[src/hw/rtl/frame_header_deframer_core_assert.svh]
// ----------------------------------------------------------------------------
// Frame header deframer assertion macros
// Shared property wrappers used by the deframer modules. Defining
// NO_ASSERTIONS turns every check into an empty statement.
// ----------------------------------------------------------------------------
`ifndef FRAME_HEADER_DEFRAMER_CORE_ASSERT_SVH
`define FRAME_HEADER_DEFRAMER_CORE_ASSERT_SVH

`ifndef NO_ASSERTIONS

// The consequent must hold in the same cycle as the antecedent.
`define FHD_ASSERT_IMP(label, clk_s, rst_s, ante, cons) \
    label: assert property (@(posedge clk_s) disable iff (!rst_s) (ante) |-> (cons)) \
        else $error("deframer check failed");

// The consequent must hold in the cycle after the antecedent.
`define FHD_ASSERT_NXT(label, clk_s, rst_s, ante, cons) \
    label: assert property (@(posedge clk_s) disable iff (!rst_s) (ante) |=> (cons)) \
        else $error("deframer check failed");

`else

`define FHD_ASSERT_IMP(label, clk_s, rst_s, ante, cons)
`define FHD_ASSERT_NXT(label, clk_s, rst_s, ante, cons)

`endif

`endif

[src/hw/rtl/fhd_pkg.sv]
// ----------------------------------------------------------------------------
// Frame header deframer package
// Types, codes and constants shared by the deframer modules and interfaces.
// ----------------------------------------------------------------------------
`default_nettype none

package fhd_pkg;

    localparam int HDR_LEN   = 20;
    localparam int HDR_IDX_W = $clog2(HDR_LEN);
    // The first HDR_LEN-1 header bytes wait in a shift line; the last one
    // arrives with the item that completes the header.
    localparam int HDR_SR_W  = (HDR_LEN - 1) * 8;
    localparam logic [HDR_IDX_W-1:0] HDR_LAST_IDX = HDR_IDX_W'(HDR_LEN - 1);

    localparam int CFG_IDX_W = 8;
    localparam logic [CFG_IDX_W-1:0] REG_FRAME_MAGIC      = 8'd0;
    localparam logic [CFG_IDX_W-1:0] REG_PROTOCOL_VERSION = 8'd1;
    localparam logic [CFG_IDX_W-1:0] REG_MAX_FRAME_SIZE   = 8'd2;
    localparam logic [CFG_IDX_W-1:0] REG_CALLER_LIMIT     = 8'd3;

    localparam logic [31:0] FRAME_MAGIC_RST      = 32'd0;
    localparam logic [15:0] PROTOCOL_VERSION_RST = 16'd1;
    localparam logic [31:0] MAX_FRAME_SIZE_RST   = 32'd16777216;
    localparam logic [31:0] CALLER_LIMIT_RST     = 32'd0;

    // Result queue: one item can push two results, so room means two free slots.
    localparam int QUEUE_DEPTH = 4;
    localparam int QUEUE_PTR_W = $clog2(QUEUE_DEPTH);
    localparam int QUEUE_CNT_W = QUEUE_PTR_W + 1;
    localparam logic [QUEUE_CNT_W-1:0] QUEUE_ROOM_MAX = QUEUE_CNT_W'(QUEUE_DEPTH - 2);
    localparam logic [QUEUE_CNT_W-1:0] QUEUE_FULL     = QUEUE_CNT_W'(QUEUE_DEPTH);

    typedef enum logic [1:0] {
        PH_HEADER  = 2'd0,
        PH_PAYLOAD = 2'd1,
        PH_DROP    = 2'd2
    } phase_t;

    typedef enum logic [1:0] {
        KIND_DESC = 2'd0,
        KIND_DATA = 2'd1,
        KIND_ERR  = 2'd2
    } kind_t;

    typedef enum logic [2:0] {
        ERR_NONE           = 3'd0,
        ERR_CLOSED_HDR     = 3'd1,
        ERR_MAGIC          = 3'd2,
        ERR_VERSION        = 3'd3,
        ERR_OVERSIZED      = 3'd4,
        ERR_CALLER         = 3'd5,
        ERR_CLOSED_PAYLOAD = 3'd6
    } err_t;

    typedef struct packed {
        logic [31:0] frame_magic;
        logic [15:0] protocol_version;
        logic [31:0] max_frame_size;
        logic [31:0] caller_limit;
    } cfg_t;

    typedef struct packed {
        kind_t       result_kind;
        logic [7:0]  msg_type;
        logic [7:0]  frame_flags;
        logic [63:0] correlation;
        logic [31:0] payload_length;
        logic [7:0]  payload_byte;
        logic        last;
        err_t        error_code;
    } res_t;

    // push1 always carries the closed-in-payload error after the first result.
    typedef struct packed {
        logic push0;
        logic push1;
        res_t res;
    } push_t;

    function automatic res_t err_result(input err_t code);
        res_t r;
        r             = '0;
        r.result_kind = KIND_ERR;
        r.last        = 1'b1;
        r.error_code  = code;
        return r;
    endfunction

endpackage

`default_nettype wire

[src/hw/rtl/fhd_in_if.sv]
// ----------------------------------------------------------------------------
// Deframer byte stream channel
// One stream byte per item with the end-of-stream flag.
// ----------------------------------------------------------------------------
`default_nettype none

interface fhd_in_if;
    logic       valid;
    logic       ready;
    logic [7:0] data_in;
    logic       stream_end;

    modport source (output valid, output data_in, output stream_end, input ready);
    modport sink   (input valid, input data_in, input stream_end, output ready);
endinterface

`default_nettype wire

[src/hw/rtl/fhd_out_if.sv]
// ----------------------------------------------------------------------------
// Deframer result channel
// Header descriptors, payload bytes and errors, one per item.
// ----------------------------------------------------------------------------
`default_nettype none

interface fhd_out_if;
    import fhd_pkg::*;

    logic        valid;
    logic        ready;
    kind_t       result_kind;
    logic [7:0]  msg_type;
    logic [7:0]  frame_flags;
    logic [63:0] correlation;
    logic [31:0] payload_length;
    logic [7:0]  payload_byte;
    logic        last;
    err_t        error_code;

    modport source (output valid, output result_kind, output msg_type, output frame_flags,
                    output correlation, output payload_length, output payload_byte,
                    output last, output error_code, input ready);
    modport sink   (input valid, input result_kind, input msg_type, input frame_flags,
                    input correlation, input payload_length, input payload_byte,
                    input last, input error_code, output ready);
endinterface

`default_nettype wire

[src/hw/rtl/fhd_cfg_if.sv]
// ----------------------------------------------------------------------------
// Deframer configuration write channel
// Register index and write data, one register write per item.
// ----------------------------------------------------------------------------
`default_nettype none

interface fhd_cfg_if;
    import fhd_pkg::*;

    logic                 valid;
    logic                 ready;
    logic [CFG_IDX_W-1:0] reg_index;
    logic [31:0]          wdata;

    modport source (output valid, output reg_index, output wdata, input ready);
    modport sink   (input valid, input reg_index, input wdata, output ready);
endinterface

`default_nettype wire

[src/hw/rtl/frame_header_deframer_core.sv]
// ----------------------------------------------------------------------------
// Frame header deframer core
// Splits a byte stream into length-prefixed frames: a 20-byte big-endian
// header is checked and reported as a descriptor or an error, followed by
// the payload bytes of the frame.
//
//   Channel   Dir   Handshake      Payload
//   stream    in    valid/ready    data_in, stream_end
//   result    out   valid/ready    result_kind .. error_code (descriptor,
//                                  payload byte or error)
//   cfg       in    valid/ready    reg_index, wdata (always ready)
//
// One stream byte is taken every cycle while the result queue has two free
// slots; the parser works on it in the cycle it is accepted and its results
// are registered in the result queue, which drives the result channel.
// The four-entry result queue sets the rate under output stalls: input
// stalls only when fewer than two slots are free.
// Reset clears the phase, header index, byte count and queue; config
// registers return to their reset values.
// ----------------------------------------------------------------------------
`default_nettype none

module frame_header_deframer_core (
    input  wire logic clk,
    input  wire logic rst_n,
    fhd_in_if.sink    stream,
    fhd_out_if.source result,
    fhd_cfg_if.sink   cfg
);
    import fhd_pkg::*;

    cfg_t  cfg_reg;
    push_t push;
    logic  room;
    logic  head_valid;
    res_t  head;
    logic  accept;

    assign cfg.ready    = 1'b1;
    assign stream.ready = room;
    assign accept       = stream.valid && room;

    always_ff @(posedge clk or negedge rst_n)
    begin
        if (!rst_n)
        begin
            cfg_reg.frame_magic      <= FRAME_MAGIC_RST;
            cfg_reg.protocol_version <= PROTOCOL_VERSION_RST;
            cfg_reg.max_frame_size   <= MAX_FRAME_SIZE_RST;
            cfg_reg.caller_limit     <= CALLER_LIMIT_RST;
        end
        else if (cfg.valid)
        begin
            unique case (cfg.reg_index)
                REG_FRAME_MAGIC:      cfg_reg.frame_magic      <= cfg.wdata;
                REG_PROTOCOL_VERSION: cfg_reg.protocol_version <= cfg.wdata[15:0];
                REG_MAX_FRAME_SIZE:   cfg_reg.max_frame_size   <= cfg.wdata;
                REG_CALLER_LIMIT:     cfg_reg.caller_limit     <= cfg.wdata;
                default:              ;
            endcase
        end
    end

    fhd_parser u_parser (
        .clk        (clk),
        .rst_n      (rst_n),
        .accept     (accept),
        .data_in    (stream.data_in),
        .stream_end (stream.stream_end),
        .cfg        (cfg_reg),
        .push       (push)
    );

    fhd_result_queue u_queue (
        .clk        (clk),
        .rst_n      (rst_n),
        .push       (push),
        .room       (room),
        .head_valid (head_valid),
        .head       (head),
        .pop_ready  (result.ready)
    );

    assign result.valid          = head_valid;
    assign result.result_kind    = head.result_kind;
    assign result.msg_type       = head.msg_type;
    assign result.frame_flags    = head.frame_flags;
    assign result.correlation    = head.correlation;
    assign result.payload_length = head.payload_length;
    assign result.payload_byte   = head.payload_byte;
    assign result.last           = head.last;
    assign result.error_code     = head.error_code;

endmodule

`default_nettype wire

[src/hw/rtl/fhd_parser.sv]
// ----------------------------------------------------------------------------
// Deframer parser
// Header collection, header checks, payload counting and drop handling.
// Produces up to two results for each accepted stream byte.
// ----------------------------------------------------------------------------
`default_nettype none

`include "frame_header_deframer_core_assert.svh"

module fhd_parser (
    input  wire logic          clk,
    input  wire logic          rst_n,
    input  wire logic          accept,
    input  wire logic [7:0]    data_in,
    input  wire logic          stream_end,
    input  wire fhd_pkg::cfg_t cfg,
    output fhd_pkg::push_t     push
);
    import fhd_pkg::*;

    phase_t                 phase_reg, phase_next;
    logic [HDR_IDX_W-1:0]   hdr_idx_reg, hdr_idx_next;
    logic [31:0]            remain_reg, remain_next;
    logic [HDR_SR_W-1:0]    hdr_sr_reg;
    logic                   hdr_shift;

    logic [HDR_SR_W+7:0]    hdr;
    logic [31:0]            hdr_magic;
    logic [15:0]            hdr_version;
    logic [31:0]            hdr_len;
    err_t                   check_code;
    logic                   data_fin;

    // Full header as seen on the byte that completes it, oldest byte on top.
    assign hdr         = {hdr_sr_reg, data_in};
    assign hdr_magic   = hdr[159:128];
    assign hdr_version = hdr[127:112];
    assign hdr_len     = hdr[31:0];

    always_comb
    begin
        priority if (hdr_magic != cfg.frame_magic)
            check_code = ERR_MAGIC;
        else if (hdr_version != cfg.protocol_version)
            check_code = ERR_VERSION;
        else if (hdr_len > cfg.max_frame_size)
            check_code = ERR_OVERSIZED;
        else if (cfg.caller_limit != 32'd0 && hdr_len > cfg.caller_limit)
            check_code = ERR_CALLER;
        else
            check_code = ERR_NONE;
    end

    // A count of zero in the payload phase is treated as one byte left.
    assign data_fin = (remain_reg <= 32'd1);

    always_comb
    begin
        phase_next   = phase_reg;
        hdr_idx_next = hdr_idx_reg;
        remain_next  = remain_reg;
        hdr_shift    = 1'b0;
        push         = '0;
        if (accept)
        begin
            unique case (phase_reg)
                PH_HEADER:
                begin
                    hdr_shift = 1'b1;
                    if (hdr_idx_reg != HDR_LAST_IDX)
                    begin
                        if (stream_end)
                        begin
                            hdr_idx_next = '0;
                            push.push0   = 1'b1;
                            push.res     = err_result(ERR_CLOSED_HDR);
                        end
                        else
                        begin
                            hdr_idx_next = hdr_idx_reg + HDR_IDX_W'(1);
                        end
                    end
                    else
                    begin
                        hdr_idx_next = '0;
                        push.push0   = 1'b1;
                        if (check_code != ERR_NONE)
                        begin
                            push.res   = err_result(check_code);
                            phase_next = stream_end ? PH_HEADER : PH_DROP;
                        end
                        else
                        begin
                            push.res.result_kind    = KIND_DESC;
                            push.res.msg_type       = hdr[111:104];
                            push.res.frame_flags    = hdr[103:96];
                            push.res.correlation    = hdr[95:32];
                            push.res.payload_length = hdr_len;
                            push.res.last           = (hdr_len == 32'd0);
                            if (hdr_len != 32'd0)
                            begin
                                if (stream_end)
                                begin
                                    push.push1 = 1'b1;
                                end
                                else
                                begin
                                    remain_next = hdr_len;
                                    phase_next  = PH_PAYLOAD;
                                end
                            end
                        end
                    end
                end
                PH_PAYLOAD:
                begin
                    push.push0             = 1'b1;
                    push.res.result_kind   = KIND_DATA;
                    push.res.payload_byte  = data_in;
                    push.res.last          = data_fin;
                    if (data_fin)
                    begin
                        remain_next = '0;
                        phase_next  = PH_HEADER;
                    end
                    else if (stream_end)
                    begin
                        push.push1  = 1'b1;
                        remain_next = '0;
                        phase_next  = PH_HEADER;
                    end
                    else
                    begin
                        remain_next = remain_reg - 32'd1;
                    end
                end
                default:
                begin
                    // Drop phase: bytes vanish until the stream closes.
                    if (stream_end)
                    begin
                        phase_next   = PH_HEADER;
                        hdr_idx_next = '0;
                    end
                end
            endcase
        end
    end

    always_ff @(posedge clk or negedge rst_n)
    begin
        if (!rst_n)
        begin
            phase_reg   <= PH_HEADER;
            hdr_idx_reg <= '0;
            remain_reg  <= '0;
        end
        else
        begin
            phase_reg   <= phase_next;
            hdr_idx_reg <= hdr_idx_next;
            remain_reg  <= remain_next;
        end
    end

    always_ff @(posedge clk)
    begin
        if (hdr_shift)
        begin
            hdr_sr_reg <= {hdr_sr_reg[HDR_SR_W-9:0], data_in};
        end
    end

    `FHD_ASSERT_IMP(a_hdr_idx_range, clk, rst_n, 1'b1, hdr_idx_reg <= HDR_LAST_IDX)
    `FHD_ASSERT_IMP(a_payload_count, clk, rst_n, phase_reg == PH_PAYLOAD, remain_reg != 32'd0)
    `FHD_ASSERT_IMP(a_second_result, clk, rst_n, push.push1, push.push0 && push.res.result_kind != KIND_ERR && !push.res.last)
    `FHD_ASSERT_NXT(a_payload_leaves, clk, rst_n, accept && phase_reg == PH_PAYLOAD && stream_end, phase_reg == PH_HEADER)

endmodule

`default_nettype wire

[src/hw/rtl/fhd_result_queue.sv]
// ----------------------------------------------------------------------------
// Deframer result queue
// Small register queue that takes up to two results a cycle and hands one
// result a cycle to the output channel while that channel is ready.
// ----------------------------------------------------------------------------
`default_nettype none

`include "frame_header_deframer_core_assert.svh"

module fhd_result_queue (
    input  wire logic           clk,
    input  wire logic           rst_n,
    input  wire fhd_pkg::push_t push,
    output logic                room,
    output logic                head_valid,
    output fhd_pkg::res_t       head,
    input  wire logic           pop_ready
);
    import fhd_pkg::*;

    res_t                   entry_reg [QUEUE_DEPTH];
    logic [QUEUE_PTR_W-1:0] wr_ptr_reg, wr_ptr_next;
    logic [QUEUE_PTR_W-1:0] rd_ptr_reg, rd_ptr_next;
    logic [QUEUE_CNT_W-1:0] count_reg, count_next;
    logic                   pop;

    assign room       = (count_reg <= QUEUE_ROOM_MAX);
    assign head_valid = (count_reg != '0);
    assign head       = entry_reg[rd_ptr_reg];
    assign pop        = head_valid && pop_ready;

    always_comb
    begin
        wr_ptr_next = wr_ptr_reg + QUEUE_PTR_W'(push.push0) + QUEUE_PTR_W'(push.push1);
        rd_ptr_next = rd_ptr_reg + QUEUE_PTR_W'(pop);
        count_next  = count_reg + QUEUE_CNT_W'(push.push0) + QUEUE_CNT_W'(push.push1)
                      - QUEUE_CNT_W'(pop);
    end

    always_ff @(posedge clk or negedge rst_n)
    begin
        if (!rst_n)
        begin
            wr_ptr_reg <= '0;
            rd_ptr_reg <= '0;
            count_reg  <= '0;
        end
        else
        begin
            wr_ptr_reg <= wr_ptr_next;
            rd_ptr_reg <= rd_ptr_next;
            count_reg  <= count_next;
        end
    end

    always_ff @(posedge clk)
    begin
        if (push.push0)
        begin
            entry_reg[wr_ptr_reg] <= push.res;
        end
        if (push.push1)
        begin
            entry_reg[wr_ptr_reg + QUEUE_PTR_W'(1)] <= err_result(ERR_CLOSED_PAYLOAD);
        end
    end

    `FHD_ASSERT_IMP(a_count_bound, clk, rst_n, 1'b1, count_reg <= QUEUE_FULL)
    `FHD_ASSERT_IMP(a_push_needs_room, clk, rst_n, push.push0, room)
    `FHD_ASSERT_IMP(a_push_order, clk, rst_n, push.push1, push.push0)
    `FHD_ASSERT_NXT(a_pop_only, clk, rst_n, pop && !push.push0, count_reg == $past(count_reg) - QUEUE_CNT_W'(1))

endmodule

`default_nettype wire

[src/flat_wrapper.sv]
// flat-port wrapper written by rule: the top's interface ports become plain ports
module frame_header_deframer_core_flat import fhd_pkg::*;
  (clk, rst_n, stream_valid, stream_data_in, stream_stream_end, stream_ready, result_valid, result_result_kind, result_msg_type, result_frame_flags, result_correlation, result_payload_length, result_payload_byte, result_last, result_error_code, result_ready, cfg_valid, cfg_reg_index, cfg_wdata, cfg_ready);
  fhd_in_if stream_i ();
  fhd_out_if result_i ();
  fhd_cfg_if cfg_i ();
  input  wire logic clk;
  input  wire logic rst_n;
  input wire logic [$bits(stream_i.valid)-1:0] stream_valid;
  input wire logic [$bits(stream_i.data_in)-1:0] stream_data_in;
  input wire logic [$bits(stream_i.stream_end)-1:0] stream_stream_end;
  output wire logic [$bits(stream_i.ready)-1:0] stream_ready;
  output wire logic [$bits(result_i.valid)-1:0] result_valid;
  output wire logic [$bits(result_i.result_kind)-1:0] result_result_kind;
  output wire logic [$bits(result_i.msg_type)-1:0] result_msg_type;
  output wire logic [$bits(result_i.frame_flags)-1:0] result_frame_flags;
  output wire logic [$bits(result_i.correlation)-1:0] result_correlation;
  output wire logic [$bits(result_i.payload_length)-1:0] result_payload_length;
  output wire logic [$bits(result_i.payload_byte)-1:0] result_payload_byte;
  output wire logic [$bits(result_i.last)-1:0] result_last;
  output wire logic [$bits(result_i.error_code)-1:0] result_error_code;
  input wire logic [$bits(result_i.ready)-1:0] result_ready;
  input wire logic [$bits(cfg_i.valid)-1:0] cfg_valid;
  input wire logic [$bits(cfg_i.reg_index)-1:0] cfg_reg_index;
  input wire logic [$bits(cfg_i.wdata)-1:0] cfg_wdata;
  output wire logic [$bits(cfg_i.ready)-1:0] cfg_ready;
  assign stream_i.valid = stream_valid;
  assign stream_i.data_in = stream_data_in;
  assign stream_i.stream_end = stream_stream_end;
  assign stream_ready = stream_i.ready;
  assign result_valid = result_i.valid;
  assign result_result_kind = result_i.result_kind;
  assign result_msg_type = result_i.msg_type;
  assign result_frame_flags = result_i.frame_flags;
  assign result_correlation = result_i.correlation;
  assign result_payload_length = result_i.payload_length;
  assign result_payload_byte = result_i.payload_byte;
  assign result_last = result_i.last;
  assign result_error_code = result_i.error_code;
  assign result_i.ready = result_ready;
  assign cfg_i.valid = cfg_valid;
  assign cfg_i.reg_index = cfg_reg_index;
  assign cfg_i.wdata = cfg_wdata;
  assign cfg_ready = cfg_i.ready;
  frame_header_deframer_core u_core (.clk(clk), .rst_n(rst_n), .stream(stream_i), .result(result_i), .cfg(cfg_i));
endmodule
[config.mk]
export PLATFORM = sky130hd
export DESIGN_NAME = frame_header_deframer_core_flat
export DESIGN_NICKNAME = d
export VERILOG_FILES = /design/src/hw/rtl/fhd_pkg.sv /design/src/hw/rtl/fhd_in_if.sv /design/src/hw/rtl/fhd_out_if.sv /design/src/hw/rtl/fhd_cfg_if.sv /design/src/hw/rtl/frame_header_deframer_core.sv /design/src/hw/rtl/fhd_parser.sv /design/src/hw/rtl/fhd_result_queue.sv /design/src/flat_wrapper.sv
export VERILOG_INCLUDE_DIRS = /design/src /design/src/hw/rtl
export SDC_FILE = /design/constraint.sdc
export NUM_CORES = 2
export LEC_CHECK = 0
export BUFFER_PORTS_ARGS = -buffer_cell sky130_fd_sc_hd__buf_2
export CORE_MARGIN = 10
export CORE_UTILIZATION = 55
export CTS_CLUSTER_SIZE = 30
export DETAILED_ROUTE_END_ITERATION = 12
export HOLD_SLACK_MARGIN = 0.02
export PLACE_DENSITY_LB_ADDON = 0.25
export REMOVE_ABC_BUFFERS = 1
export SLEW_MARGIN = 15
export SYNTH_ARGS = -nofsm -noshare
export SYNTH_HDL_FRONTEND = slang
export SYNTH_SLANG_ARGS = --single-unit
[constraint.sdc]
create_clock -name clk -period 13.5 [get_ports clk]
set_clock_uncertainty 0.1 [all_clocks]
set_input_delay 0 -clock clk [delete_from_list [all_inputs] [get_ports clk]]
set_output_delay 0 -clock clk [all_outputs]
set_load 0.005 [all_outputs]
==> results by group <==
Status
  – Outcome: finished, final reports clean

Detailed routing
  – Post-route ant nets: 0
  – DR WL/cell: between 20 and 25 um
  – 1st-iter DRT viols: 3676
  – Via density: 6.41
  – DRT Pass-1 Iters: 7
  – Remaining design rule violation count: 0
  – Vias post-DR: about 29000
  – Total wire length: 106000 um

Global routing
  – Met2 usage: 45.9%
  – Grt total ovfl: 0
  – Met3 Track Usage GR: ~5.3%
  – GRT Overall Usage: 27.9%
  – Gr busiest metal: met2
  – Largest net degree at the start of global routing: 121
  – Number of global-route vias before repair: 28628
  – Initial antenna violation count: 6
  – First-pass GRT wire length: 164000 um
  – GRT met1 Usage: 35.8%

Worst setup path
  – Worst EP arrival: 6340 ps
  – Kind of critical path: register to register
  – CP Launch Type: register
  – Crit path required time: approximately 14000 ps
  – Critical Path End Type: register
  – Peak fanout along the critical path: 120

STA
  – Fmax: 170 MHz
  – Final hold slack: 94.8 ps
  – Worst-Margin Slew: 1210 ps
  – Crit path time final: 5880 ps
  – RSZ-0062 raised after global routing: false
  – Relative slew slack: ~20%
  – # setup viols final: 0
  – Setup TNS: 0 ps
  – Period utilisation layout: 43.5%
  – Final Hold Fails: 0
  – Slew Limit Fails: 0

Final layout
  – Largest register FFs: 504
  – N_diodes: 0
  – Fin nets: 3671
  – Layout cell share with drive strength beyond 1: 16.6%
  – Layout area overhead: 13.9%
  – Fillcell total: between 4000 and 5000
  – Storage cell area: 18600 sq um
  – Multi-input gate area: between 10000 and 15000 sq um

Power and ir drop
  – Maximum vdd drop: 179 uV
  – Leakage: 15.2 nW
  – Pwr Density: 159 nW/um^2

Die
  – Die span in y: approximately 270 um
  – I/O Pins: 183
  – Core Region: between 60000 and 70000 sq um
  – Die width: 271 um
  – Site row count: just over 90
  – Full die area: ~74000 sq um
  – Starting density of the core: 55.3%

Synth
  – Syn_area_per_cell: 10.1 sq um
  – Synth area leaders: dfxtp_1 (29%), edfxtp_1 (13%), dfrtp_1 (11%)
  – Ys Warns: 0
  – Top cells by count, synth: nand2_1 (518), a21oi_1 (515), dfxtp_1 (504)
  – Synthesized area: 34700 sq um
  – Top-area cell type share of the netlist area: 29.1%
  – Synth Register Bits: slightly above 800
  – Synth Instances: 3450
  – Synth async-reset ratio: 19.4%
  – Area leader, netlist: dfxtp_1
  – Post-synthesis cell type count: 65
  – Sequential-to-total area share from yosys stat: a little over half
  – Top-count cell post-synth: nand2_1
  – Number of synthesized flops with an enable pin: 152
  – Synth Flop Type: dfxtp_1

Place
  – Port bufs: 181
  – RD Place Congestion: 0.887
  – HPWL after detailed placement: 60000 um

CTS
  – Max clock buf depth: 3
  – Clk slew on worst S/H paths: 60 ps
  – CTS tree: done
  – Worst-Skew Late Latency: roughly 640 ps
  – # H-tree levels: 3
  – CTS root buf: clkbuf_16
  – Num Clock Sinks: 814
  – CTS Buf Count: 83

Run
  – Max Cap Viol: 0

Worst hold path
  – Hold WC Path Type: input pin to register
==> cells in the final DEF, fill, tap and decap left out, drive strengths merged, types with 3 or more instances in the layout <==
| cell | netlist | final |
|---|---|---|
| or4 | 6 | 6 |
| dlygate4sd3 | 0 | 71 |
| a31oi | 6 | 6 |
| a21oi | 515 | 515 |
| a221o | 5 | 5 |
| nand2b | 5 | 5 |
| and2 | 9 | 9 |
| mux2 | 81 | 81 |
| xor2 | 50 | 50 |
| buf | 94 | 218 |
| or3 | 6 | 6 |
| nor2 | 91 | 91 |
| nand3b | 3 | 3 |
| nor4 | 42 | 42 |
| clkinv | 1 | 18 |
| clkinvlp | 0 | 7 |
| inv | 81 | 90 |
| bufinv | 0 | 7 |
| nand3 | 465 | 465 |
| a22oi | 48 | 48 |
| nand2 | 518 | 518 |
| nor2b | 5 | 5 |
| clkbuf | 186 | 115 |
| o21ai | 112 | 112 |
| ha | 70 | 70 |
| edfxtp | 152 | 152 |
| o211ai | 6 | 6 |
| fa | 3 | 3 |
| nor3 | 28 | 28 |
| a32oi | 13 | 13 |
| nand4 | 21 | 21 |
| o311ai | 3 | 3 |
| or2 | 7 | 7 |
| dfxtp | 504 | 504 |
| o31ai | 3 | 3 |
| mux4 | 126 | 126 |
| dfrtp | 156 | 156 |
==> timing repair <==
action / in CTS / in global routing
hold buffers: 72 / 0
resized for setup: 0 / 0
hold endpoints to repair: 291 / 0
buffers inserted: 0 / 0
==> where the power goes <==
| part | switching [mW] | internal, mW |
|---|---|---|
| registers | 0.298 | 2.72 |
| clock network | 1.00 | 1.42 |
| logic | 0.547 | 0.314 |
| total | 1.85 | 4.46 |
==> metal layers <==
metal  wire length [um]  vias to the layer above
met5                 13                        -
met4               3680                        2
met3              10300                      247
met2              51300                     1683
met1              40700                    14137
li1                   -                    12531
==> path summary, 6_finish.rpt <==
path | startpoint | end | slack [ps] | cells past startpoint
max in group asynchronous | rst_n | u_core.u_queue.rd_ptr_reg[0]$_DFF_PN0_ | 11880 | 4
worst min-delay path | cfg_wdata[18] | u_core.cfg_reg[18]$_DFFE_PN0P_ | 90 | 3
min in group asynchronous | rst_n | u_core.cfg_reg[56]$_DFFE_PN1P_ | 350 | 3
worst max register to register | u_core.u_parser.hdr_sr_reg[16]$_DFFE_PP_ | u_core.u_queue.entry_reg[1][24]$_SDFFE_PP0P_ | 7620 | 11
worst max-delay path | u_core.u_parser.hdr_sr_reg[16]$_DFFE_PP_ | u_core.u_queue.entry_reg[1][24]$_SDFFE_PP0P_ | 7620 | 11
worst min register to register | u_core.u_queue.entry_reg[2][92]$_SDFFE_PP0P_ | u_core.u_queue.entry_reg[2][92]$_SDFFE_PP0P_ | 350 | 2
==> critical path: stages, from the launching register on <==
cell	delay, ps
edfxtp_1	640
ha_1	400
nand4_1	170
nor4_1	630
and2_1	230
a21oi_1	70
nor2_1	490
and4b_4	830
buf_4	870
buf_6	760
nand3_1	220
a21oi_1	210
==> stage by stage <==
stage	utilization [%]	worst slack [ps]	cells	instance area, sq um	power [mW]
2_1_floorplan	-	863	3170	33500	3.53
3_3_place_gp	57.2	7760	4233	35900	3.88
3_5_place_dp	57.2	7520	4233	35900	3.90
4_1_cts	63.0	7530	4460	39500	6.32
5_1_grt	63.0	7350	4460	39600	6.52
6_report	63.0	7620	4460	39600	6.31
==> cell type report <==
cell class | count | share of cell area, %
clock buffers | 115 | 6.23
multi-input cells | 2274 | 37.2
inverters | 82 | 0.791
flip-flops and latches | 814 | 47.1
repair buffers | 289 | 4.90
well taps | 846 | 2.68
clock inverters | 40 | 1.14
==> cell families (layout without fill, tap and decap cells) <==
| family | Yosys count | in the layout | share of synthesized area [%] |
|---|---|---|---|
| buffers and inverters | 362 | 526 | 4.31 |
| adder cells (fa/ha/maj) | 73 | 73 | 2.70 |
| multiplexers | 208 | 208 | 10.8 |
| XOR/XNOR | 51 | 51 | 1.29 |
| flip-flops | 814 | 814 | 53.6 |
| AO/OA/AOI/OAI | 726 | 726 | 11.3 |
| other | 1 | 1 | 0.0108 |
| AND/OR/NAND/NOR | 1215 | 1215 | 15.9 |
(Power assumes the default switching activity.)
